`src/rtl/rme_pkg.sv`:
```
// Shared opcodes, status codes and unit interface types for the register machine executor.
package rme_pkg;

  typedef enum logic [4:0] {
    OP_MOVE    = 5'd0,
    OP_LOAD    = 5'd1,
    OP_STORE   = 5'd2,
    OP_COPY    = 5'd3,
    OP_ADD     = 5'd4,
    OP_SUB     = 5'd5,
    OP_MUL     = 5'd6,
    OP_DIV     = 5'd7,
    OP_COMP    = 5'd8,
    OP_JUMP    = 5'd9,
    OP_JZ      = 5'd10,
    OP_JG      = 5'd11,
    OP_JGE     = 5'd12,
    OP_JL      = 5'd13,
    OP_JLE     = 5'd14,
    OP_JE      = 5'd15,
    OP_JD      = 5'd16,
    OP_GETINT  = 5'd17,
    OP_PRINTLN = 5'd18,
    OP_PRINT   = 5'd19,
    OP_RET     = 5'd20,
    OP_PRELOAD = 5'd21
  } opcode_t;

  typedef enum logic [2:0] {
    ST_OK      = 3'd0,
    ST_INVALID = 3'd1,
    ST_RANGE   = 3'd2,
    ST_DIVZERO = 3'd3,
    ST_HALTED  = 3'd4
  } status_t;

  typedef struct packed {
    logic        start;
    logic        is_div;
    logic [31:0] a;
    logic [31:0] b;
  } md_req_t;

  typedef struct packed {
    logic        done;
    logic [31:0] result;
  } md_rsp_t;

endpackage

```
`src/rtl/rme_regfile.sv`:
```
// Register file: one registered read port, one write port, entries read as zero until written.
module rme_regfile import rme_pkg::*; #(
  parameter int NUM_REGS = 10
) (
  input  logic        clk,
  input  logic        rst,
  input  logic [3:0]  raddr,
  output logic [31:0] rdata,
  input  logic        we,
  input  logic [3:0]  waddr,
  input  logic [31:0] wdata
);
  localparam int IW = $clog2(NUM_REGS);

  logic [31:0]         mem [NUM_REGS];
  logic [NUM_REGS-1:0] vld;

  always_ff @(posedge clk) begin
    if (rst) begin
      vld <= '0;
    end else if (we && (32'(waddr) < NUM_REGS)) begin
      vld[waddr[IW-1:0]] <= 1'b1;
    end
  end

  always_ff @(posedge clk) begin
    if (we && (32'(waddr) < NUM_REGS)) begin
      mem[waddr[IW-1:0]] <= wdata;
    end
    if ((32'(raddr) < NUM_REGS) && vld[raddr[IW-1:0]]) begin
      rdata <= mem[raddr[IW-1:0]];
    end else begin
      rdata <= '0;
    end
  end

endmodule

```
`config.mk`:
```
export PLATFORM = sky130hd
export DESIGN_NAME = rme_regfile
export DESIGN_NICKNAME = d
export VERILOG_FILES = /design/src/rtl/rme_pkg.sv /design/src/rtl/rme_regfile.sv
export SDC_FILE = /design/constraint.sdc
export NUM_CORES = 1
export LEC_CHECK = 0
export ABC_AREA = 1
export BUFFER_PORTS_ARGS = -buffer_cell sky130_fd_sc_hd__buf_2
export CAP_MARGIN = 20
export CORE_MARGIN = 4
export CORE_UTILIZATION = 46
export DETAILED_ROUTE_END_ITERATION = 7
export GPL_ROUTABILITY_DRIVEN = 1
export GPL_TIMING_DRIVEN = 0
export PLACE_DENSITY_LB_ADDON = 0.15
export SYNTH_ARGS = -nofsm -noshare
export SYNTH_HDL_FRONTEND = slang
export SYNTH_SLANG_ARGS = --single-unit
```
`constraint.sdc`:
```
create_clock -name clk -period 4.4 [get_ports clk]
set_input_delay 0.66 -clock clk [delete_from_list [all_inputs] [get_ports clk]]
set_output_delay 0.66 -clock clk [all_outputs]
set_load 0.02 [all_outputs]
```
# Yosys cells after proc, flatten, opt, wreduce, memory -nomap -nowiden
# Memory sizes are Yosys's and may differ from the RTL's. A register that Yosys moved wholly into a read port is not among the register bits.
# Cells that the tools add are included.
# op_classes
mux	6
n_reduce_logical	4
n_bitwise	1
magnitude_cmp	5
# op_table
op	n
4-bit by 5-bit less-than comparator with 1-bit output (second input constant)	2
10-bit bitwise OR	1
4-bit less-than comparator (second input constant)	2
1-bit binary-select mux with 4-bit select	1
1-bit demux with 4-bit select	1
4-bit by 1-bit greater-or-equal comparator with 1-bit output (second input constant)	1
1-bit 2-to-1 mux	4
1-bit logical AND	3
1-bit logical NOT	1
# totals
reg_bits	10
mem_count	1
inputBits	43
out_inout_bits	32
ramBits	320
# mem_list
name	words	word_bits	read_ports	rd_clocked_by_memory_dff	write_ports	line	text
mem	10	32	1	1	1	rme_regfile.sv:15	logic [31:0] mem [NUM_REGS];

# Longest topological paths before layout
# logic_depth
depth_word	5
ltp_mapped	12

# Worst setup path before layout
# Ideal clock, no wire load.
# synth_path
path_type	in2reg
from	input port waddr[3]
to	memory mem[2][0] (enable)
slack_ps	769
arrival_ps	3167
path_stages	3
required_time_ps	3936
path_cell_list	nor2_1 -> inv_1 -> nor3_1
# synth_via
elab_chain_len	4
# synth_rtl
item	line	text
from (decl)	rme_regfile.sv:10	input logic [3:0] waddr,
4-bit less-than comparator	rme_regfile.sv:27	if (we && (32'(waddr) < NUM_REGS)) begin
1-bit logical AND	rme_regfile.sv:27	
1-bit 2-to-1 mux	rme_regfile.sv:27	
1-bit 2-to-1 mux (not written as such)	rme_regfile.sv:28	mem[waddr[IW-1:0]] <= wdata;
to (decl)	rme_regfile.sv:15	
# Several ways; a longest one is shown, not always the timed one.

# Worst setup path in the final report
# layout_path
from	input port raddr[2]
to	register rdata[12] (read register of mem)
# layout_via
elab_chain_len	4
# layout_rtl
item	line	text
from (decl)	rme_regfile.sv:7	input logic [3:0] raddr,
1-bit binary-select mux with 4-bit select	rme_regfile.sv:30	if ((32'(raddr) < NUM_REGS) && vld[raddr[IW-1:0]]) begin
1-bit 2-to-1 mux (not written as such)	rme_regfile.sv:30	
1-bit logical AND	rme_regfile.sv:30	
1-bit logical NOT (no line)	n/a	
to (decl)	rme_regfile.sv:8	output logic [31:0] rdata,
# Several ways; a longest one is shown, not always the timed one. The select of a mux whose other input is x is not followed.
# A chain may end at the register's enable or synchronous reset.

==> metrics.txt <==
status complete, no violations; share of cells above drive strength 1 12.2%; IO Pins 75; dominant cells by area after synthesis edfxtp_1 (65%), nand2_1 (10%), nand3_1 (6.8%); RSZ-0062 raised after global routing false; mean area per synthesized cell 10.5 um2; endpoints failing setup 0; largest net degree at the start of global routing 33; Final GP Congestion 0.767; Critical Path AT 2.55 ns; CP Capture Type flop; post-layout min period 2.13 ns; CTS hold repair buffers 0; Longest Clk Path Bufs 3; cell area after synthesis 14,800 um2; ys flop type edfxtp_1; upper clock frequency limit 469 MHz; Final Slew Violations 0; Startpoint Class input pin; Yosys cell types 17; CTS root buf clkbuf_16; # diodes 0; final setup margin 2.27 ns; Placement Rows 65; Slew @ Worst Pin 0.913 ns; Pre-antenna DRT Iters 5; Detailed Route WL 36,400 um; post-CTS sizing 0; syn nets 1,450; Post-CTS Setup Bufs 0; worst hold stages 1; period utilisation layout 48.4%; Post-synth top cells nand2_1 (401), edfxtp_1 (320), inv_1 (250), nand3_1 (202), nor2_1 (78); crit-path cells buf_2 > clkinv_1 > nand3_1 > nand3_1 > nand3_1 > nand2_1 > buf_2 > nand2_1 > inv_1; WL/cell 18.5 um; DRC 0; Worst-path clk slew 0.06 ns; core area 31,600 um2; yosys warns 0; Sink Count 362; TritonCTS clock tree done; Final ANT Viol Nets 0; Worst path slowest cell nand2_1; Synth top area share 65.0%; Detail Placement HPWL 23,000 um; nets 1,576; DP Area 15,900 um2; I/O Buffers 72; start-to-end type of the worst setup path input pin to flop; initial core utilization 46.7%; worst-path fanout max 10; Final Hold Vio Count 0; VDD IR max 0.000234 V; family with the most delay on the worst path buffers and inverters; Power per Cell Area 432 nW/um2; CP most frequent cell nand3_1; crit path buf inv count 4; Slew headroom 39.0%; post-synthesis cell count 1,407; Die X 187 um; number of synthesized flops with an enable pin 320; design area 17,100 um2; Post-synth ARST share 0%; worst stage delay on the critical path 0.40 ns; vias per std cell 5.03; reg2reg path depth 7; leakage 7.47 nW; Initial DRC Count 908; Layout area overhead 15.7%; initial antenna violation count 2; #FFs+latches synth 362; TritonCTS Buffers 38; die area 35,100 um2; clock skew 0.0147 ns; vias in the first global route 9,505; GR Util All Layers 20.5%; worst path required time 4.82 ns; DP Worst Slack 1.77 ns; CTS H-tree depth 2; WP depth 9; Tightest Hold Check Type input pin to flop; most common cell in the netlist nand2_1; Worst-Skew Late Latency 0.52 ns; cell taking the most area after synthesis edfxtp_1; Die Height 187 um; global-route wire length before repair 55,300 um; register area share after synthesis 70.7%; Remaining Overflow, GRT 0; via count 9,883; Max-Cap Viols 0
## cells by family after synthesis
kind of cell,Yosys count,synth area share (%)
AND/OR/NAND/NOR,684,19.1
flip-flops,362,70.7
AO/OA/AOI/OAI,41,1.39
buffers and inverters,320,8.83
## routing by layer
layer	vias up	track usage (%)	wire length [um]
met5	-	0	7
met4	2	5.94	744
met1	4714	29.6	16400
met2	341	32.9	16900
met3	52	2.91	2300
li1	4774	-	-
## sequential cells by signal (all words and copies together) (netlist names)
register / count
mem: 320
rdata: 32
vld: 10
## report_power, final
group	switching [W]	internal, W
Clock	0.00126	0.00182
Sequential	0.0000144	0.00381
Combinational	0.000343	0.000135
Total	0.00162	0.00576
## through the flow
step	setup TNS, ns	hold WS, ns	util (%)	total power [W]	std cells
floorplan	0	0.430	-	0.00417	1407
global placement	-115.34	0.442	49.5	0.00436	1881
detailed placement	0	0.449	50.3	0.00437	1895
CTS	0	0.431	54.1	0.00742	1965
global route	0	0.442	54.1	0.00764	1965
finish	0	0.440	54.1	0.00738	1965
## worst paths after layout
kind | end | startpoint | slack (ns)
hold / removal | mem[8][22] | wdata[22] | 0.44
setup / recovery | rdata[12] | raddr[2] | 2.27
setup reg to reg | rdata[12] | vld[8] | 2.63
hold reg to reg | vld[8] | vld[8] | 0.45
## cells in the final DEF, fill, tap and decap left out, drive strengths merged
cell and n:
dfxtp 42, o21ai 34, nand4 1, clkinv 10
nand3 202, bufinv 1, nand2 401, edfxtp 320
clkbuf 76, buf 137, inv 252, a21oi 7
nor2 78, nor3 2
## layout make-up
class	count	area, um2
Buffer	68	359
Clock buffer	59	1120
Clock inverter	11	78.8
Fill cell	2749	14500
Inverter	252	946
Multi-Input combinational cell	725	3060
Sequential cell	362	10500
Tap cell	402	503
Timing Repair Buffer	86	586
(Power assumes the default switching activity.)
