$ cat config.mk
export PLATFORM = sky130hd
export DESIGN_NAME = rme_muldiv
export DESIGN_NICKNAME = d
export VERILOG_FILES = /design/src/rtl/rme_pkg.sv /design/src/rtl/rme_muldiv.sv
export SDC_FILE = /design/constraint.sdc
export NUM_CORES = 1
export LEC_CHECK = 0
export BUFFER_PORTS_ARGS = -buffer_cell sky130_fd_sc_hd__buf_2
export CAP_MARGIN = 10
export CORE_ASPECT_RATIO = 2
export CORE_MARGIN = 2
export CORE_UTILIZATION = 65
export CTS_BUF_LIST = sky130_fd_sc_hd__clkbuf_16
export CTS_CLUSTER_DIAMETER = 200
export DETAILED_ROUTE_END_ITERATION = 6
export MAX_ROUTING_LAYER = met4
export PLACE_DENSITY_LB_ADDON = 0.3
export SYNTH_ARGS = -nofsm -noshare
export SYNTH_HDL_FRONTEND = slang
export SYNTH_SLANG_ARGS = --single-unit
$ cat constraint.sdc
create_clock -name clk -period 6.45 [get_ports clk]
set_input_delay 1.29 -clock clk [delete_from_list [all_inputs] [get_ports clk]]
set_output_delay 1.29 -clock clk [all_outputs]
set_load 0.02 [all_outputs]
$ cat src/rtl/rme_pkg.sv
// Shared opcodes, status codes and unit interface types for the register machine executor.
package rme_pkg;

  typedef enum logic [4:0] {
    OP_MOVE    = 5'd0,
    OP_LOAD    = 5'd1,
    OP_STORE   = 5'd2,
    OP_COPY    = 5'd3,
    OP_ADD     = 5'd4,
    OP_SUB     = 5'd5,
    OP_MUL     = 5'd6,
    OP_DIV     = 5'd7,
    OP_COMP    = 5'd8,
    OP_JUMP    = 5'd9,
    OP_JZ      = 5'd10,
    OP_JG      = 5'd11,
    OP_JGE     = 5'd12,
    OP_JL      = 5'd13,
    OP_JLE     = 5'd14,
    OP_JE      = 5'd15,
    OP_JD      = 5'd16,
    OP_GETINT  = 5'd17,
    OP_PRINTLN = 5'd18,
    OP_PRINT   = 5'd19,
    OP_RET     = 5'd20,
    OP_PRELOAD = 5'd21
  } opcode_t;

  typedef enum logic [2:0] {
    ST_OK      = 3'd0,
    ST_INVALID = 3'd1,
    ST_RANGE   = 3'd2,
    ST_DIVZERO = 3'd3,
    ST_HALTED  = 3'd4
  } status_t;

  typedef struct packed {
    logic        start;
    logic        is_div;
    logic [31:0] a;
    logic [31:0] b;
  } md_req_t;

  typedef struct packed {
    logic        done;
    logic [31:0] result;
  } md_rsp_t;

endpackage

$ cat src/rtl/rme_muldiv.sv
// Shared iterative unit: shift-add multiply and restoring signed divide on one adder.
module rme_muldiv import rme_pkg::*; (
  input  logic    clk,
  input  logic    rst,
  input  md_req_t req,
  output md_rsp_t rsp
);
  typedef enum logic [2:0] {
    U_IDLE = 3'b001,
    U_RUN  = 3'b010,
    U_FIX  = 3'b100
  } ustate_t;

  ustate_t     state;
  logic [5:0]  cnt;
  logic        is_div;
  logic        neg_q;
  logic [31:0] acc;
  logic [31:0] sh;
  logic [31:0] opnd;
  logic [32:0] add_x;
  logic [32:0] add_y;
  logic        add_sub;
  logic [33:0] sum;
  logic [32:0] r2;
  logic [31:0] mag_a;
  logic [31:0] mag_b;
  logic        done;
  logic [31:0] result;

  assign mag_a = req.a[31] ? (~req.a + 32'd1) : req.a;
  assign mag_b = req.b[31] ? (~req.b + 32'd1) : req.b;
  assign r2    = {acc, sh[31]};
  assign rsp   = '{done: done, result: result};

  always_comb begin
    add_x   = {1'b0, acc};
    add_y   = {1'b0, opnd};
    add_sub = 1'b0;
    if (state == U_FIX) begin
      add_x   = '0;
      add_y   = {1'b0, sh};
      add_sub = 1'b1;
    end else if (is_div) begin
      add_x   = r2;
      add_sub = 1'b1;
    end
  end

  assign sum = {1'b0, add_x} + ({1'b0, add_y} ^ {34{add_sub}}) + 34'(add_sub);

  always_ff @(posedge clk) begin
    if (rst) begin
      state <= U_IDLE;
      done  <= 1'b0;
    end else begin
      done <= 1'b0;
      unique case (state)
        U_IDLE: begin
          if (req.start) begin
            state <= U_RUN;
          end
        end
        U_RUN: begin
          if (cnt == 6'd31) begin
            state <= is_div ? U_FIX : U_IDLE;
            done  <= !is_div;
          end
        end
        U_FIX: begin
          state <= U_IDLE;
          done  <= 1'b1;
        end
        default: state <= U_IDLE;
      endcase
    end
  end

  always_ff @(posedge clk) begin
    unique case (state)
      U_IDLE: begin
        cnt    <= '0;
        is_div <= req.is_div;
        neg_q  <= req.a[31] ^ req.b[31];
        acc    <= '0;
        sh     <= req.is_div ? mag_a : req.b;
        opnd   <= req.is_div ? mag_b : req.a;
      end
      U_RUN: begin
        cnt <= cnt + 6'd1;
        if (is_div) begin
          // keep the difference when no borrow
          if (!sum[33]) begin
            acc <= sum[31:0];
            sh  <= {sh[30:0], 1'b1};
          end else begin
            acc <= r2[31:0];
            sh  <= {sh[30:0], 1'b0};
          end
        end else begin
          if (sh[0]) begin
            acc <= sum[31:0];
          end
          opnd <= {opnd[30:0], 1'b0};
          sh   <= {1'b0, sh[31:1]};
        end
        if (!is_div && cnt == 6'd31) begin
          result <= sh[0] ? sum[31:0] : acc;
        end
      end
      U_FIX: begin
        result <= neg_q ? sum[31:0] : sh;
      end
      default: ;
    endcase
  end

endmodule

### Word level (Yosys, flattened, before mapping)

Index checks and enable logic that the tools add are counted.

| storage, ports and cells | value |
|---|---|
| bits in latches | 0 |
| bits in read-only memories | 0 |
| memories kept | 0 |
| output and inout port bits | 33 |
| logic and storage cells | 61 |
| input bits | 68 |
| bits in writable memories | 0 |
| register bits | 140 |

| cells by class | value |
|---|---|
| mux-type cells | 28 |
| $mul | 0 |
| order comparisons | 0 |
| divide/modulo/power cells | 0 |
| shifts and indexed selects | 0 |
| eq/ne operators | 8 |
| bitwise operators | 4 |
| $add $sub $neg | 5 |
| reduce and logical (&&, ||, !) cells | 7 |

Operator list:

| operator | count |
|---|---|
| 32-bit two-way mux | 12 |
| 32-bit one-hot mux with 2 select lines | 4 |
| 33-bit two-way mux | 2 |
| 32-bit by 1-bit adder with 32-bit output, second input constant | 2 |
| 32-bit NOT | 2 |
| 33-bit by 34-bit adder with 34-bit output | 1 |
| 34-bit by 1-bit adder with 34-bit output | 1 |
| 33-bit by 34-bit bitwise XOR with 34-bit output | 1 |
| 6-bit one-hot mux with 2 select lines | 1 |
| 3-bit two-way mux | 3 |
| 2-bit inequality test, second input constant | 4 |
| 6-bit by 1-bit adder with 6-bit output, second input constant | 1 |
| 6-bit by 5-bit == test with 1-bit output, second input constant | 1 |
| 3-bit one-hot mux with 2 select lines | 1 |
| 2-bit AND reduction | 3 |
| 1-bit two-way mux | 4 |
| 2-bit nonzero test | 2 |
| 3-bit by 1-bit == test with 1-bit output, second input constant | 1 |
| 3-bit by 2-bit == test with 1-bit output, second input constant | 1 |
| 3-bit == test, second input constant | 1 |
| 1-bit one-hot mux with 2 select lines | 1 |
| 1-bit logical AND | 1 |
| 1-bit zero test | 1 |
| 1-bit bitwise XOR | 1 |

### Depth between registers and ports, before layout

Gate-level depths: netlist of the first run.

| logic depth | value |
|---|---|
| word-level depth | 8 |
| depth in mapped cells | 19 |
| mapped depth without buffers | 14 |

### Worst setup path after synthesis of the first run

OpenSTA, ideal clock, no wires.

| timing | value |
|---|---|
| kind | register to register |
| from | register is_div |
| to | register acc[12] (data pin) |
| required time | 6.176 ns |
| library setup time | 0.274 ns |
| clock period less this slack | 4.310 ns |
| arrival time | 4.036 ns |
| buffers on the path | 5 |
| stages on the path, launching flop included | 18 |
| setup slack | 2.140 ns |
| path through | edfxtp_1 > clkbuf_1 > clkbuf_1 > buf_1 > mux2i_1 > nor2_1 > ha_1 > clkbuf_1 > nand4_1 > o21ai_0 > o211ai_1 > nand2_1 > a221oi_1 > a21boi_2 > nor2_1 > buf_2 > mux2i_1 > o22ai_1 |

| on the way | value |
|---|---|
| word-level cells in the longest chain between the ends | 8 |
| elaborated cells between the ends (all ways) | 11 |
| classes of those cells | add/sub: 2; mux: 8; bitwise: 1 |

RTL lines:

| item | RTL line | text |
|---|---|---|
| start, declared | rme_muldiv.sv:16 | `logic is_div;` |
| start signal, assigned | rme_muldiv.sv:83 | `is_div <= req.is_div;` |
| 1-bit two-way mux | rme_muldiv.sv:44 | `end else if (is_div) begin` |
| 1-bit two-way mux | rme_muldiv.sv:40 | `if (state == U_FIX) begin` |
| 33-bit by 34-bit bitwise XOR with 34-bit output | rme_muldiv.sv:50 | `assign sum = {1'b0, add_x} + ({1'b0, add_y} ^ {34{add_sub}}) + 34'(add_sub);` |
| 33-bit by 34-bit adder with 34-bit output | rme_muldiv.sv:50 |  |
| 34-bit by 1-bit adder with 34-bit output | rme_muldiv.sv:50 |  |
| 32-bit two-way mux (on tied branches) | rme_muldiv.sv:101, rme_muldiv.sv:93 |  |
| 32-bit two-way mux (*) | rme_muldiv.sv:91 | `if (is_div) begin` |
| 32-bit one-hot mux with 2 select lines (*) | rme_muldiv.sv:80 | `unique case (state)` |
| end signal, assigned | rme_muldiv.sv:94 | `acc <= sum[31:0];` |
| end signal, assigned | rme_muldiv.sv:97 | `acc <= r2[31:0];` |
| end signal, assigned | rme_muldiv.sv:102 | `acc <= sum[31:0];` |
| end, declared | rme_muldiv.sv:18 | `logic [31:0] acc;` |

Mark *: on every way between the ends. The rest lies on a longest branch, timed or not.
A chain may end at the register's enable or synchronous reset.

### Worst setup path in the final report of the first run

| timing | value |
|---|---|
| from | register state[0] |
| to | register acc[3] (data pin) |

| on the way | value |
|---|---|
| word-level cells in the longest chain between the ends | 8 |
| elaborated cells between the ends (all ways) | 13 |
| classes of those cells | add/sub: 2; eq/ne: 3; mux: 7; bitwise: 1 |

RTL lines:

| item | RTL line | text |
|---|---|---|
| start, declared | rme_muldiv.sv:14 | `ustate_t state;` |
| start signal, assigned | rme_muldiv.sv:66 | `state <= is_div ? U_FIX : U_IDLE;` |
| 3-bit == test | rme_muldiv.sv:40 |  |
| 32-bit two-way mux or 1-bit two-way mux (tied branches) | rme_muldiv.sv:40 |  |
| 33-bit by 34-bit bitwise XOR with 34-bit output | rme_muldiv.sv:50 |  |
| 33-bit by 34-bit adder with 34-bit output | rme_muldiv.sv:50 |  |
| 34-bit by 1-bit adder with 34-bit output | rme_muldiv.sv:50 |  |
| 32-bit two-way mux (on tied branches) | rme_muldiv.sv:101, rme_muldiv.sv:93 |  |
| 32-bit two-way mux | rme_muldiv.sv:91 |  |
| 32-bit one-hot mux with 2 select lines (*) | rme_muldiv.sv:80 |  |

Marks and branches as above.

==> results of run 1 <==
## layout by cell type, fill, tap and decap left out, types with 17 or more instances in the layout
master     Yosys  routed
nand2_1      183     182
o21ai_0      161     160
edfxtp_1     136     136
mux2i_1      116     116
buf_2          2      99
xor2_1        92      92
a21oi_1       88      88
nor2_1        70      70
a211oi_1      49      49
o211ai_1      41      41
ha_1          35      35
nor2b_1       33      33
xnor2_1       29      29
o31ai_1       21      21
inv_1         17      18
nor3_1        17      17
clkbuf_16      0      17
## cells by family after synthesis
| family | after synthesis | synth area share, % |
|---|---|---|
| buf+inv | 118 | 3.98 |
| mux | 117 | 9.90 |
| flops | 140 | 35.2 |
| simple gates | 381 | 15.0 |
| compound gates | 437 | 23.0 |
| fa+ha+maj | 36 | 3.87 |
| xor+xnor | 122 | 9.09 |
## flip-flops by register name (all words and copies together) (netlist names)
signal and cells:
acc 32, opnd 32, result 32, sh 32, cnt 6, state 3
done 1, is_div 1, neg_q 1
## power by group through the flow
stage | clock network (uW) | logic [uW] | registers (uW)
2_1_floorplan | 0 | 1100 | 1210
3_3_place_gp | 0 | 1410 | 1250
3_5_place_dp | 0 | 1440 | 1250
4_1_cts | 1050 | 1450 | 1240
5_1_grt | 1080 | 1620 | 1250
6_report | 1050 | 1470 | 1240
## worst register-to-register path: stages (launching register included)
cell	delay, ns
dfxtp_1	0.45
or3b_4	0.70
buf_4	0.54
o21ai_0	0.15
ha_1	0.24
a21oi_1	0.30
o21ai_0	0.16
o211ai_1	0.18
nand2_1	0.11
a221oi_1	0.52
a21boi_2	0.29
nor2_1	0.82
buf_4	0.34
mux2i_1	0.26
a21oi_1	0.10
## through the flow
step | worst slack, ns | util [%] | hold slack, ns | instances | total power [uW]
after CTS | 1.10 | 73.0 | 0.589 | 1609 | 3730
after global placement | 1.40 | 69.5 | 0.566 | 1577 | 2660
after detailed placement | 1.16 | 69.5 | 0.572 | 1577 | 2690
final | 1.02 | 73.0 | 0.580 | 1609 | 3760
after global routing | 0.625 | 73.0 | 0.619 | 1609 | 3940
after floorplan | 2.14 | - | 0.543 | 1351 | 2310
## layer usage
layer | vias up | track usage (%)
li1 | 5078 | -
met1 | 4868 | 42.7
met2 | 435 | 56.8
met3 | 104 | 3.99
met4 | 0 | 16.8
met5 | - | -
## area by class of cell
type	count	share of cell area [%]
tap	213	2.05
inverter	17	0.491
multi-input combinational	1093	55.7
clock inverter	15	1.50
sequential	140	32.1
timing repair buffer	114	4.88
clock buffer	17	3.28
## worst max path at each step
stage	from	to	slack [ns]	depth (start not counted)
floorplan	is_div	acc[12]	2.14	17
global placement	state[0]	acc[12]	1.40	14
detailed placement	state[0]	acc[3]	1.16	14
CTS	state[0]	acc[3]	1.10	14
global route	state[0]	acc[3]	0.62	14
finish	state[0]	acc[3]	1.02	14
==> PnR_summary.wiki, run 1 <==
{| class="wikitable"
! Metric !! Value
|-
| Status || complete, no violations
|-
| Number of buffers added to fix hold violations after cts || 0
|-
| Number of hold violations in the final report || 0
|-
| Count of endpoints failing setup in the final report || 0
|-
| Shortest clock period the worst path allows after layout || 5.43 ns
|-
| Terminus of the critical flop-to-flop path || acc[3]
|-
| WL met1 || 13200 um
|-
| Delay of the slowest cell on the worst path || 0.82 ns
|-
| Endpoint, Worst Hold || opnd[7]
|-
| Filler Cell Count || 1387
|-
| Endpoint type of the worst setup path || register
|-
| Slowest cell on the critical path || nor2_1
|-
| Starting Density || 66.6%
|-
| Met2 layer wire length in the routed design || 16500 um
|-
| Combinational share of power || 39.2%
|-
| Hold path depth || 2
|-
| Sequential cell area || 4160 um^2
|-
| Net count of the mapped netlist || 1455
|-
| Setup repair after global routing missed its margin || no
|-
| Std cell rows || 69
|-
| Area growth from synthesis to layout || 9.62%
|-
| Power density relative to cell area || 290 nW/um^2
|-
| Pre-antenna DRT Iters || 5
|-
| Peak clock frequency supported by timing || 184 MHz
|-
| Peak VDD IR || 0.185 mV
|-
| Met3 WL post-DR || 1760 um
|-
| Cell taking the most area after synthesis || edfxtp_1
|-
| H-Tree Level Count || 4
|-
| Worst path cell trace || or3b_4 -> buf_4 -> o21ai_0 -> ha_1 -> a21oi_1 -> o21ai_0 -> o211ai_1 -> nand2_1 -> a221oi_1 -> a21boi_2 -> nor2_1 -> buf_4 -> mux2i_1 -> a21oi_1
|-
| Worst Setup Path Type || reg -> reg
|-
| Core Box Area || 17800 um^2
|-
| Clock input transition at the sequential cells of the worst setup and hold paths || 0.06 ns
|-
| Biggest area contributors in the synthesized netlist || edfxtp_1, mux2i_1, o21ai_0
|-
| Multi-input gate area in the final layout || 7240 um^2
|-
| Top cell type's share of synthesized area || 34.5%
|-
| Sequential group share of total power || 33.0%
|-
| Internal portion of total power || 2340 uW
|-
| Cell type group with the largest total delay on the critical path || compound AO/OA/AOI/OAI gates
|-
| Clock skew || 0.0106 ns
|-
| FF+latch count, synth || 140
|-
| Slew HR || 26.6%
|-
| # Post-CTS Setup Buffers || 0
|-
| Worst reg2reg startpoint || state[0]
|-
| Hold WC Path Type || reg -> reg
|-
| Placed Instance Area || 12400 um^2
|-
| Commonest cells in the synthesized netlist || nand2_1, o21ai_0, edfxtp_1
|-
| Final design instance area without fill || 13000 um^2
|-
| Crit-path max FO || 78
|-
| Period utilisation layout || 84.1%
|-
| DRC || 0
|-
| Top-count cell post-synth || nand2_1
|-
| Die width || 99.5 um
|-
| Average cell area after synthesis || 8.77 um^2
|-
| Proportion of layout cells with a drive suffix above 1 || 12.0%
|-
| Diode insertion count for antenna repair || 0
|-
| Buffers and inverters on the worst path || 2
|-
| Total global-route track usage || 34.9%
|-
| Slack of the worst reg-to-reg path || 1.02 ns
|-
| MaxCap Viol Count || 0
|-
| Async set or reset register ratio after synthesis || 0%
|-
| Vertical extent of the die || 195 um
|-
| Kind of launch point of the worst setup path || register
|-
| Net total in the final layout || 1487
|-
| Syn. warnings || 0
|-
| Sum of routed wire length over all layers || 32800 um
|-
| Uppermost routed layer || met4
|-
| Routability cong. || 0.992
|-
| Sequential share of the synthesized area || 35.2%
|-
| CTS tree || done
|-
| Power dissipated by switching net loads || 1420 uW
|-
| Global route total overflow || 0
|-
| Post-CTS sizing || 0
|-
| Sum of negative setup slack || 0 ns
|-
| Number of cells produced by synthesis || 1351
|-
| Total clock buffers created by CTS || 17
|-
| Number of clock sinks || 140
|-
| Via count || 10485
|-
| Number of flops mapped to enable cells by yosys || 136
|-
| Via count of the first global-routing pass || 10116
|-
| Antenna violations before repair || 0
|-
| Largest net degree at the start of global routing || 88
|-
| Number of vias per cell after detailed routing || 6.52
|-
| DRT antenna net count || 0
|-
| Port-buffer cells || 100
|-
| Number of cell instances on the worst register-to-register path || 14
|-
| Max-slew violation total from the final report || 0
|-
| Leakage power total || 0.00522 uW
|-
| Transition at the pin with the smallest max-transition slack || 1.10 ns
|-
| Relative contribution of the clock network to total power || 27.8%
|-
| Clock Path Buffers || 2
|-
| Top-level I/O count || 101
|-
| Origin of the worst min-delay path || opnd[6]
|-
| Overall die area || 19400 um^2
|-
| WP data arrival || 5.59 ns
|-
| Wire length of the first global-routing pass || 52500 um
|-
| Initial DRC Count || 764
|-
| Clk Tree Root Cell || clkbuf_16
|-
| Area of the mapped netlist || 11800 um^2
|-
| Commonest register cell after synthesis || edfxtp_1
|-
| Later-pin clock latency in the skew report || 0.43 ns
|-
| Average wire length per cell after detail routing || 20.4 um
|-
| Worst Path Required || 6.61 ns
|-
| Switching share of power || 37.6%
|-
| Sum of net half-perimeters after detailed placement || 23800 um
|-
| Unique cell type count in the Yosys netlist || 72
|}
(Power assumes the default switching activity.)
==> run 2: changes to the inputs <==
--- a/config.mk
+++ b/config.mk
@@ -9,7 +9,7 @@
 export CAP_MARGIN = 10
 export CORE_ASPECT_RATIO = 2
 export CORE_MARGIN = 2
-export CORE_UTILIZATION = 65
+export CORE_UTILIZATION = 56
 export CTS_BUF_LIST = sky130_fd_sc_hd__clkbuf_16
 export CTS_CLUSTER_DIAMETER = 200
 export DETAILED_ROUTE_END_ITERATION = 6
==> constraint.sdc (replaced) <==
create_clock -name clk -period 4.4 [get_ports clk]
set_input_delay 0.88 -clock clk [delete_from_list [all_inputs] [get_ports clk]]
set_output_delay 0.88 -clock clk [all_outputs]
set_load 0.02 [all_outputs]
==> run 2 against run 1 <==
Net effect:
- setup slack lost 0.84 ns
- hold slack gained 0.0032 ns
- register-to-register slack lost 0.84 ns
- via count grew 0.63%
- final cell count grew 4.8%
- wire length shrank 1.8%
- critical path depth shrank 1
- sequential share of layout area shrank 0.73 points
==> PnR_summary.wiki, run 2 (synthesized netlist as in run 1, its figures left out) <==
{| class="wikitable"
! Metric !! Value
|-
| Combinational share of power || 39.9% (+0.7 points)
|-
| Status || complete, no violations
|-
| Total global-route track usage || 30.4% (-4.5 points)
|-
| Power density relative to cell area || 414 nW/um^2 (+43%)
|-
| Transition at the pin with the smallest max-transition slack || 1.06 ns (-0.0342 ns)
|-
| Global route total overflow || 0 (unchanged)
|-
| Initial DRC Count || 647 (-15%)
|-
| Clk Tree Root Cell || clkbuf_16
|-
| Number of clock sinks || 140 (unchanged)
|-
| Number of cell instances on the worst register-to-register path || 13 (-1)
|-
| Sum of net half-perimeters after detailed placement || 23700 um (-0.36%)
|-
| Peak VDD IR || 0.289 mV (+56%)
|-
| Port-buffer cells || 100 (unchanged)
|-
| Std cell rows || 75 (+8.7%)
|-
| Proportion of layout cells with a drive suffix above 1 || 13.5% (+1.5 points)
|-
| Via count || 10551 (+0.63%)
|-
| Later-pin clock latency in the skew report || 0.45 ns (+0.02 ns)
|-
| Crit-path max FO || 26 (-67%)
|-
| Slowest cell on the critical path || or3b_2
|-
| Wire length of the first global-routing pass || 52300 um (-0.28%)
|-
| Slew HR || 29.2% (+2.6 points)
|-
| Worst hold margin || 0.583 ns (+0.00323 ns)
|-
| Sequential group share of total power || 33.0% (about the same)
|-
| Peak clock frequency supported by timing || 237 MHz (+29%)
|-
| WP data arrival || 4.37 ns (-1.22 ns)
|-
| Starting Density || 56.9% (-9.7 points)
|-
| Filler Cell Count || 1807 (+30%)
|-
| Worst path cell trace || or3b_2 -> nand2_1 -> o21ai_0 -> ha_1 -> nand2_1 -> buf_4 -> nor3_1 -> nand4_2 -> a21boi_2 -> nor2_1 -> buf_4 -> a211oi_1 -> a211oi_1
|-
| Antenna violations before repair || 0 (unchanged)
|-
| Largest net degree at the start of global routing || 119 (+35%)
|-
| Top-level I/O count || 101 (unchanged)
|-
| Net total in the final layout || 1510 (+1.5%)
|-
| Worst setup path endpoint || acc[14]
|-
| Internal portion of total power || 3470 uW (+48%)
|-
| Sum of negative setup slack || 0 ns (unchanged)
|-
| Final design instance area without fill || 13300 um^2 (+2.3%)
|-
| Worst reg2reg startpoint || state[2]
|-
| Most common cell after layout, fill and taps aside || nand2_1
|-
| Clock skew || 0.0148 ns (+0.00420 ns)
|-
| Via count of the first global-routing pass || 10199 (+0.82%)
|-
| Terminus of the critical flop-to-flop path || acc[14]
|-
| MaxCap Viol Count || 0 (unchanged)
|-
| Final Worst Setup Slack || 0.181 ns (-0.842 ns)
|-
| Setup crit start || state[2]
|-
| Worst Path Required || 4.55 ns (-2.06 ns)
|-
| Area growth from synthesis to layout || 12.2%
|-
| Clock Path Buffers || 2 (unchanged)
|-
| Number of vias per cell after detailed routing || 6.26 (-4.0%)
|-
| Power dissipated by switching net loads || 2030 uW (+43%)
|-
| Kind of launch point of the worst setup path || register
|-
| DRT antenna net count || 0 (unchanged)
|-
| Core Box Area || 20800 um^2 (+17%)
|-
| Shortest clock period the worst path allows after layout || 4.22 ns (-1.21 ns)
|-
| Pre-antenna DRT Iters || 5 (unchanged)
|-
| Die width || 107 um (+7.4%)
|-
| Routability cong. || 0.959 (-3.4%)
|-
| Number of hold violations in the final report || 0 (unchanged)
|-
| Total Power || 5500 uW (+46%)
|-
| Relative contribution of the clock network to total power || 27.2% (-0.6 points)
|-
| Slack of the worst reg-to-reg path || 0.18 ns (-0.84 ns)
|-
| Count of endpoints failing setup in the final report || 0 (unchanged)
|-
| Leakage power total || 0.00534 uW (+2.3%)
|-
| Hold WC Path Type || reg -> reg
|-
| Total clock buffers created by CTS || 17 (unchanged)
|-
| Overall die area || 22400 um^2 (+16%)
|-
| Period utilisation layout || 95.9% (+12 points)
|-
| Worst Setup Path Type || reg -> reg
|-
| Max-slew violation total from the final report || 0 (unchanged)
|-
| CTS tree || done
|-
| H-Tree Level Count || 4 (unchanged)
|-
| Clock input transition at the sequential cells of the worst setup and hold paths || 0.06 ns (about the same)
|-
| Sum of routed wire length over all layers || 32200 um (-1.8%)
|-
| Leading cell types in the layout, fill and taps excluded || nand2_1, o21ai_0, edfxtp_1
|-
| Setup repair after global routing missed its margin || no
|-
| Switching share of power || 36.9% (-0.78 points)
|-
| Average wire length per cell after detail routing || 19.1 um (-6.3%)
|-
| DRC || 0 (unchanged)
|-
| Post-placement setup slack || 0.124 ns (-1.04 ns)
|-
| Vertical extent of the die || 210 um (+7.6%)
|-
| Placed Instance Area || 12700 um^2 (+2.4%)
|-
| Endpoint type of the worst setup path || register
|-
| Diode insertion count for antenna repair || 0 (unchanged)
|-
| Number of buffers added to fix hold violations after cts || 0 (unchanged)
|-
| Delay of the slowest cell on the worst path || 0.77 ns (-0.05 ns)
|}
run 2: critical path: cells and delay by family (launching register included):
| family | cells | cell delay [ns] |
|---|---|---|
| simple gates | 6 | 1.81 |
| compound gates | 4 | 0.76 |
| fa+ha+maj | 1 | 0.49 |
| flops | 1 | 0.43 |
| buf+inv | 2 | 0.42 |
run 2: final cells by class:
cell class | count | area (um^2) | area share, %
clock buffers | 17 | 425 | 3.20
clock inverters | 13 | 178 | 1.34
inverters | 17 | 63.8 | 0.480
multi-input cells | 1094 | 7260 | 54.6
flip-flops and latches | 140 | 4160 | 31.3
well taps | 269 | 337 | 2.53
repair buffers | 136 | 861 | 6.48
run 2: how the worst min path moves through the flow:
stage / startpoint / endpoint / slack [ns] / depth (start not counted)
after floorplan: opnd[9] / opnd[10] / 0.54 / 2
after global placement: opnd[27] / opnd[28] / 0.56 / 2
after global routing: opnd[26] / opnd[27] / 0.61 / 2
after CTS: opnd[26] / opnd[27] / 0.59 / 2
final: opnd[26] / opnd[27] / 0.58 / 2
after detailed placement: opnd[26] / opnd[27] / 0.57 / 2
run 2: metal layers:
| metal | GRT usage, % | vias up | part of all wire (%) |
|---|---|---|---|
| li1 | - | 5122 | - |
| met1 | 35.6 | 4979 | 40 |
| met2 | 51.4 | 366 | 51 |
| met3 | 2.98 | 84 | 4.8 |
| met4 | 15.6 | 0 | 4.2 |
| met5 | - | - | 0 |
run 2: stage by stage:
stage | util (%) | instances
floorplan | - | 1351
global placement | 60.8 | 1655
detailed placement | 60.8 | 1655
CTS | 63.7 | 1685
global route | 63.8 | 1686
finish | 63.8 | 1686
run 2: power by group through the flow:
stage,clock network [uW],logic [uW],registers [uW]
finish,1500,2190,1810
CTS,1500,2160,1810
global placement,0,2110,1830
global route,1550,2420,1830
floorplan,0,1610,1780
detailed placement,0,2150,1830
run 2: timing repair:
item | CTS | global route
gates resized for setup | 0 | 2
endpoints found under the setup margin | 0 | 31
buffers inserted | 0 | 0
==> run 3: changes to the inputs <==
--- a/config.mk
+++ b/config.mk
@@ -7,7 +7,7 @@
 export LEC_CHECK = 0
 export BUFFER_PORTS_ARGS = -buffer_cell sky130_fd_sc_hd__buf_2
 export CAP_MARGIN = 10
-export CORE_ASPECT_RATIO = 2
+export CORE_ASPECT_RATIO = 0.8
 export CORE_MARGIN = 2
 export CORE_UTILIZATION = 56
 export CTS_BUF_LIST = sky130_fd_sc_hd__clkbuf_16
==> run 3 against run 2 <==
Net effect:
- critical path depth grew 2
- setup slack got worse by 0.062 ns
- core utilization increased by 0.23 points
- global-route usage grew 0.48 points
- final cell count grew 0.30%
- clock power down 7%
- sequential share of layout area is 0.086 points higher
- non-clock buffer count is 1 higher
- maximum frequency shrank 1.4%
- flip-flop and latch count did not move
- sequential power about the same
- wire length grew 6.0%
==> PnR_summary.wiki, run 3 (synthesized netlist as in run 1, its figures left out) <==
{| class="wikitable"
! Metric !! Value
|-
| Filler Cell Count || 1778 (-1.6%)
|-
| Port-buffer cells || 100 (unchanged)
|-
| DRC || 0 (unchanged)
|-
| Crit-path max FO || 12 (-54%)
|-
| Max-slew violation total from the final report || 0 (unchanged)
|-
| Endpoint, Worst Hold || opnd[19]
|-
| Setup repair after global routing missed its margin || no
|-
| DRT antenna net count || 0 (unchanged)
|-
| WP data arrival || 4.42 ns (+0.05 ns)
|-
| Vertical extent of the die || 134 um (-36%)
|-
| Slew HR || 33.6% (+4.4 points)
|-
| Clock input transition at the sequential cells of the worst setup and hold paths || 0.07 ns (about the same)
|-
| Power density relative to cell area || 413 nW/um^2 (-0.27%)
|-
| Endpoint type of the worst setup path || register
|-
| Number of cell instances on the worst register-to-register path || 15 (+2)
|-
| Core Box Area || 20700 um^2 (-0.64%)
|-
| Met3 WL post-DR || 3270 um (+110%)
|-
| Slack of the worst reg-to-reg path || 0.12 ns (-0.06 ns)
|-
| Top-level I/O count || 101 (unchanged)
|-
| Antenna violations before repair || 1 (+1)
|-
| Clock skew || 0.0111 ns (-0.00373 ns)
|-
| Number of clock sinks || 140 (unchanged)
|-
| Initial DRC Count || 1285 (+99%)
|-
| Sum of routed wire length over all layers || 34100 um (+6.0%)
|-
| Starting Density || 57.2% (+0.36 points)
|-
| Terminus of the critical flop-to-flop path || acc[5]
|-
| Kind of launch point of the worst setup path || register
|-
| Number of hold violations in the final report || 0 (unchanged)
|-
| Leading cell types in the layout, fill and taps excluded || nand2_1, o21ai_0, edfxtp_1
|-
| WL met1 || 16600 um (+29%)
|-
| Routability cong. || 0.949 (-1.0%)
|-
| Wire length of the first global-routing pass || 53400 um (+2.0%)
|-
| Most common cell after layout, fill and taps aside || nand2_1
|-
| Net total in the final layout || 1512 (+0.13%)
|-
| Uppermost routed layer || met4
|-
| Worst path cell trace || or3b_4 -> buf_4 -> nand2_1 -> o21ai_0 -> ha_1 -> nand2_1 -> a2111oi_4 -> o21bai_1 -> o211ai_2 -> nand4_2 -> a21boi_2 -> nor2_1 -> buf_4 -> a211oi_1 -> a211oi_1
|-
| Sum of net half-perimeters after detailed placement || 24100 um (+1.7%)
|-
| Relative contribution of the clock network to total power || 25.6% (-1.6 points)
|-
| Hold path depth || 2 (unchanged)
|-
| Period utilisation layout || 97.3% (+1.4 points)
|-
| Later-pin clock latency in the skew report || 0.43 ns (-0.02 ns)
|-
| Power dissipated by switching net loads || 2140 uW (+5.7%)
|-
| Worst hold margin || 0.584 ns (+0.00117 ns)
|-
| Transition at the pin with the smallest max-transition slack || 0.992 ns (-0.0698 ns)
|-
| Total clock buffers created by CTS || 17 (unchanged)
|-
| Hold WC Path Type || reg -> reg
|-
| Worst reg2reg startpoint || state[2]
|-
| Sequential group share of total power || 33.4% (+0.4 points)
|-
| Sum of negative setup slack || 0 ns (unchanged)
|-
| Peak VDD IR || 0.318 mV (+10%)
|-
| Peak clock frequency supported by timing || 234 MHz (-1.4%)
|-
| Number of vias per cell after detailed routing || 6.31 (+0.79%)
|-
| Via count of the first global-routing pass || 9637 (-5.5%)
|-
| Largest net degree at the start of global routing || 88 (-26%)
|-
| MaxCap Viol Count || 0 (unchanged)
|-
| Worst Path Required || 4.54 ns (about the same)
|-
| Area growth from synthesis to layout || 11.9%
|-
| Leakage power total || 0.00533 uW (-0.32%)
|-
| Overall die area || 22300 um^2 (-0.29%)
|-
| Count of endpoints failing setup in the final report || 0 (unchanged)
|-
| CTS tree || done
|-
| Delay of the slowest cell on the worst path || 0.53 ns (-0.24 ns)
|-
| Combinational share of power || 41.0% (+1.1 points)
|-
| Switching share of power || 39.2% (+2.3 points)
|-
| Pre-antenna DRT Iters || 6 (+1)
|-
| Total global-route track usage || 30.9% (+0.48 points)
|-
| Status || complete, no violations
|-
| Proportion of layout cells with a drive suffix above 1 || 13.9% (+0.38 points)
|-
| Worst Setup Path Type || reg -> reg
|-
| Shortest clock period the worst path allows after layout || 4.28 ns (+0.0617 ns)
|-
| Origin of the worst min-delay path || opnd[18]
|-
| H-Tree Level Count || 4 (unchanged)
|-
| Via count || 10666 (+1.1%)
|-
| Slowest cell on the critical path || or3b_4
|-
| Die width || 167 um (+56%)
|-
| Internal portion of total power || 3330 uW (-4.2%)
|-
| Average wire length per cell after detail routing || 20.2 um (+5.7%)
|-
| Clock Path Buffers || 2 (unchanged)
|-
| Std cell rows || 47 (-37%)
|-
| Global route total overflow || 0 (unchanged)
|-
| Met2 layer wire length in the routed design || 13900 um (-16%)
|-
| Clk Tree Root Cell || clkbuf_16
|}
run 3: power by group through the flow:
| stage | clock, uW | sequential, uW | combinational (uW) |
|---|---|---|---|
| floorplan | 0 | 1780 | 1610 |
| global placement | 0 | 1840 | 2130 |
| detailed placement | 0 | 1840 | 2160 |
| CTS | 1410 | 1820 | 2180 |
| global route | 1470 | 1840 | 2460 |
| finish | 1400 | 1830 | 2240 |
run 3: through the flow:
stage	power, uW	cells	util [%]	area [um^2]	worst slack, ns
finish	5470	1691	64.0	13300	0.120
global route	5770	1691	64.0	13300	0.00678
CTS	5400	1688	63.8	13200	0.00457
detailed placement	4000	1656	61.0	12600	0.0152
global placement	3960	1656	61.0	12600	0.0649
floorplan	3390	1351	-	11800	0.0898
run 3: worst max path at each step:
stage / startpoint / end / slack [ns] / cells past startpoint
detailed placement: state[2] / result[28] / 0.02 / 13
finish: state[2] / acc[5] / 0.12 / 15
floorplan: is_div / acc[12] / 0.09 / 17
CTS: state[2] / result[28] / 0.005 / 13
global placement: state[2] / result[28] / 0.06 / 13
global route: state[2] / acc[5] / 0.007 / 15
run 3: cell type report:
cell class,instances,area (um^2),area share [%]
multi-input cells,1095,7290,55.0
flip-flops and latches,140,4160,31.4
repair buffers,137,831,6.27
clock buffers,17,425,3.21
well taps,269,337,2.54
clock inverters,15,140,1.06
inverters,17,63.8,0.482
diodes,1,2.50,0.0189
run 3: repair_timing:
item,in CTS,in global routing
gates resized for setup,0,10
hold buffers,0,0
setup endpoints to repair,0,38
setup buffers,0,0
run 3: critical path: cells and delay by family, from the launching register on:
kind / cells / cell delay (ns)
AOI/OAI and AO/OA: 7 / 1.60
and+or+nand+nor: 5 / 1.03
DFF: 1 / 0.52
buffers and inverters: 2 / 0.42
adders and majority gates: 1 / 0.39
run 3: metal layers:
layer / vias to the layer above / track usage, %
li1: 5137 / -
met1: 5002 / 47.4
met2: 497 / 42.1
met3: 30 / 6.73
met4: 0 / 5.08
met5: - / -
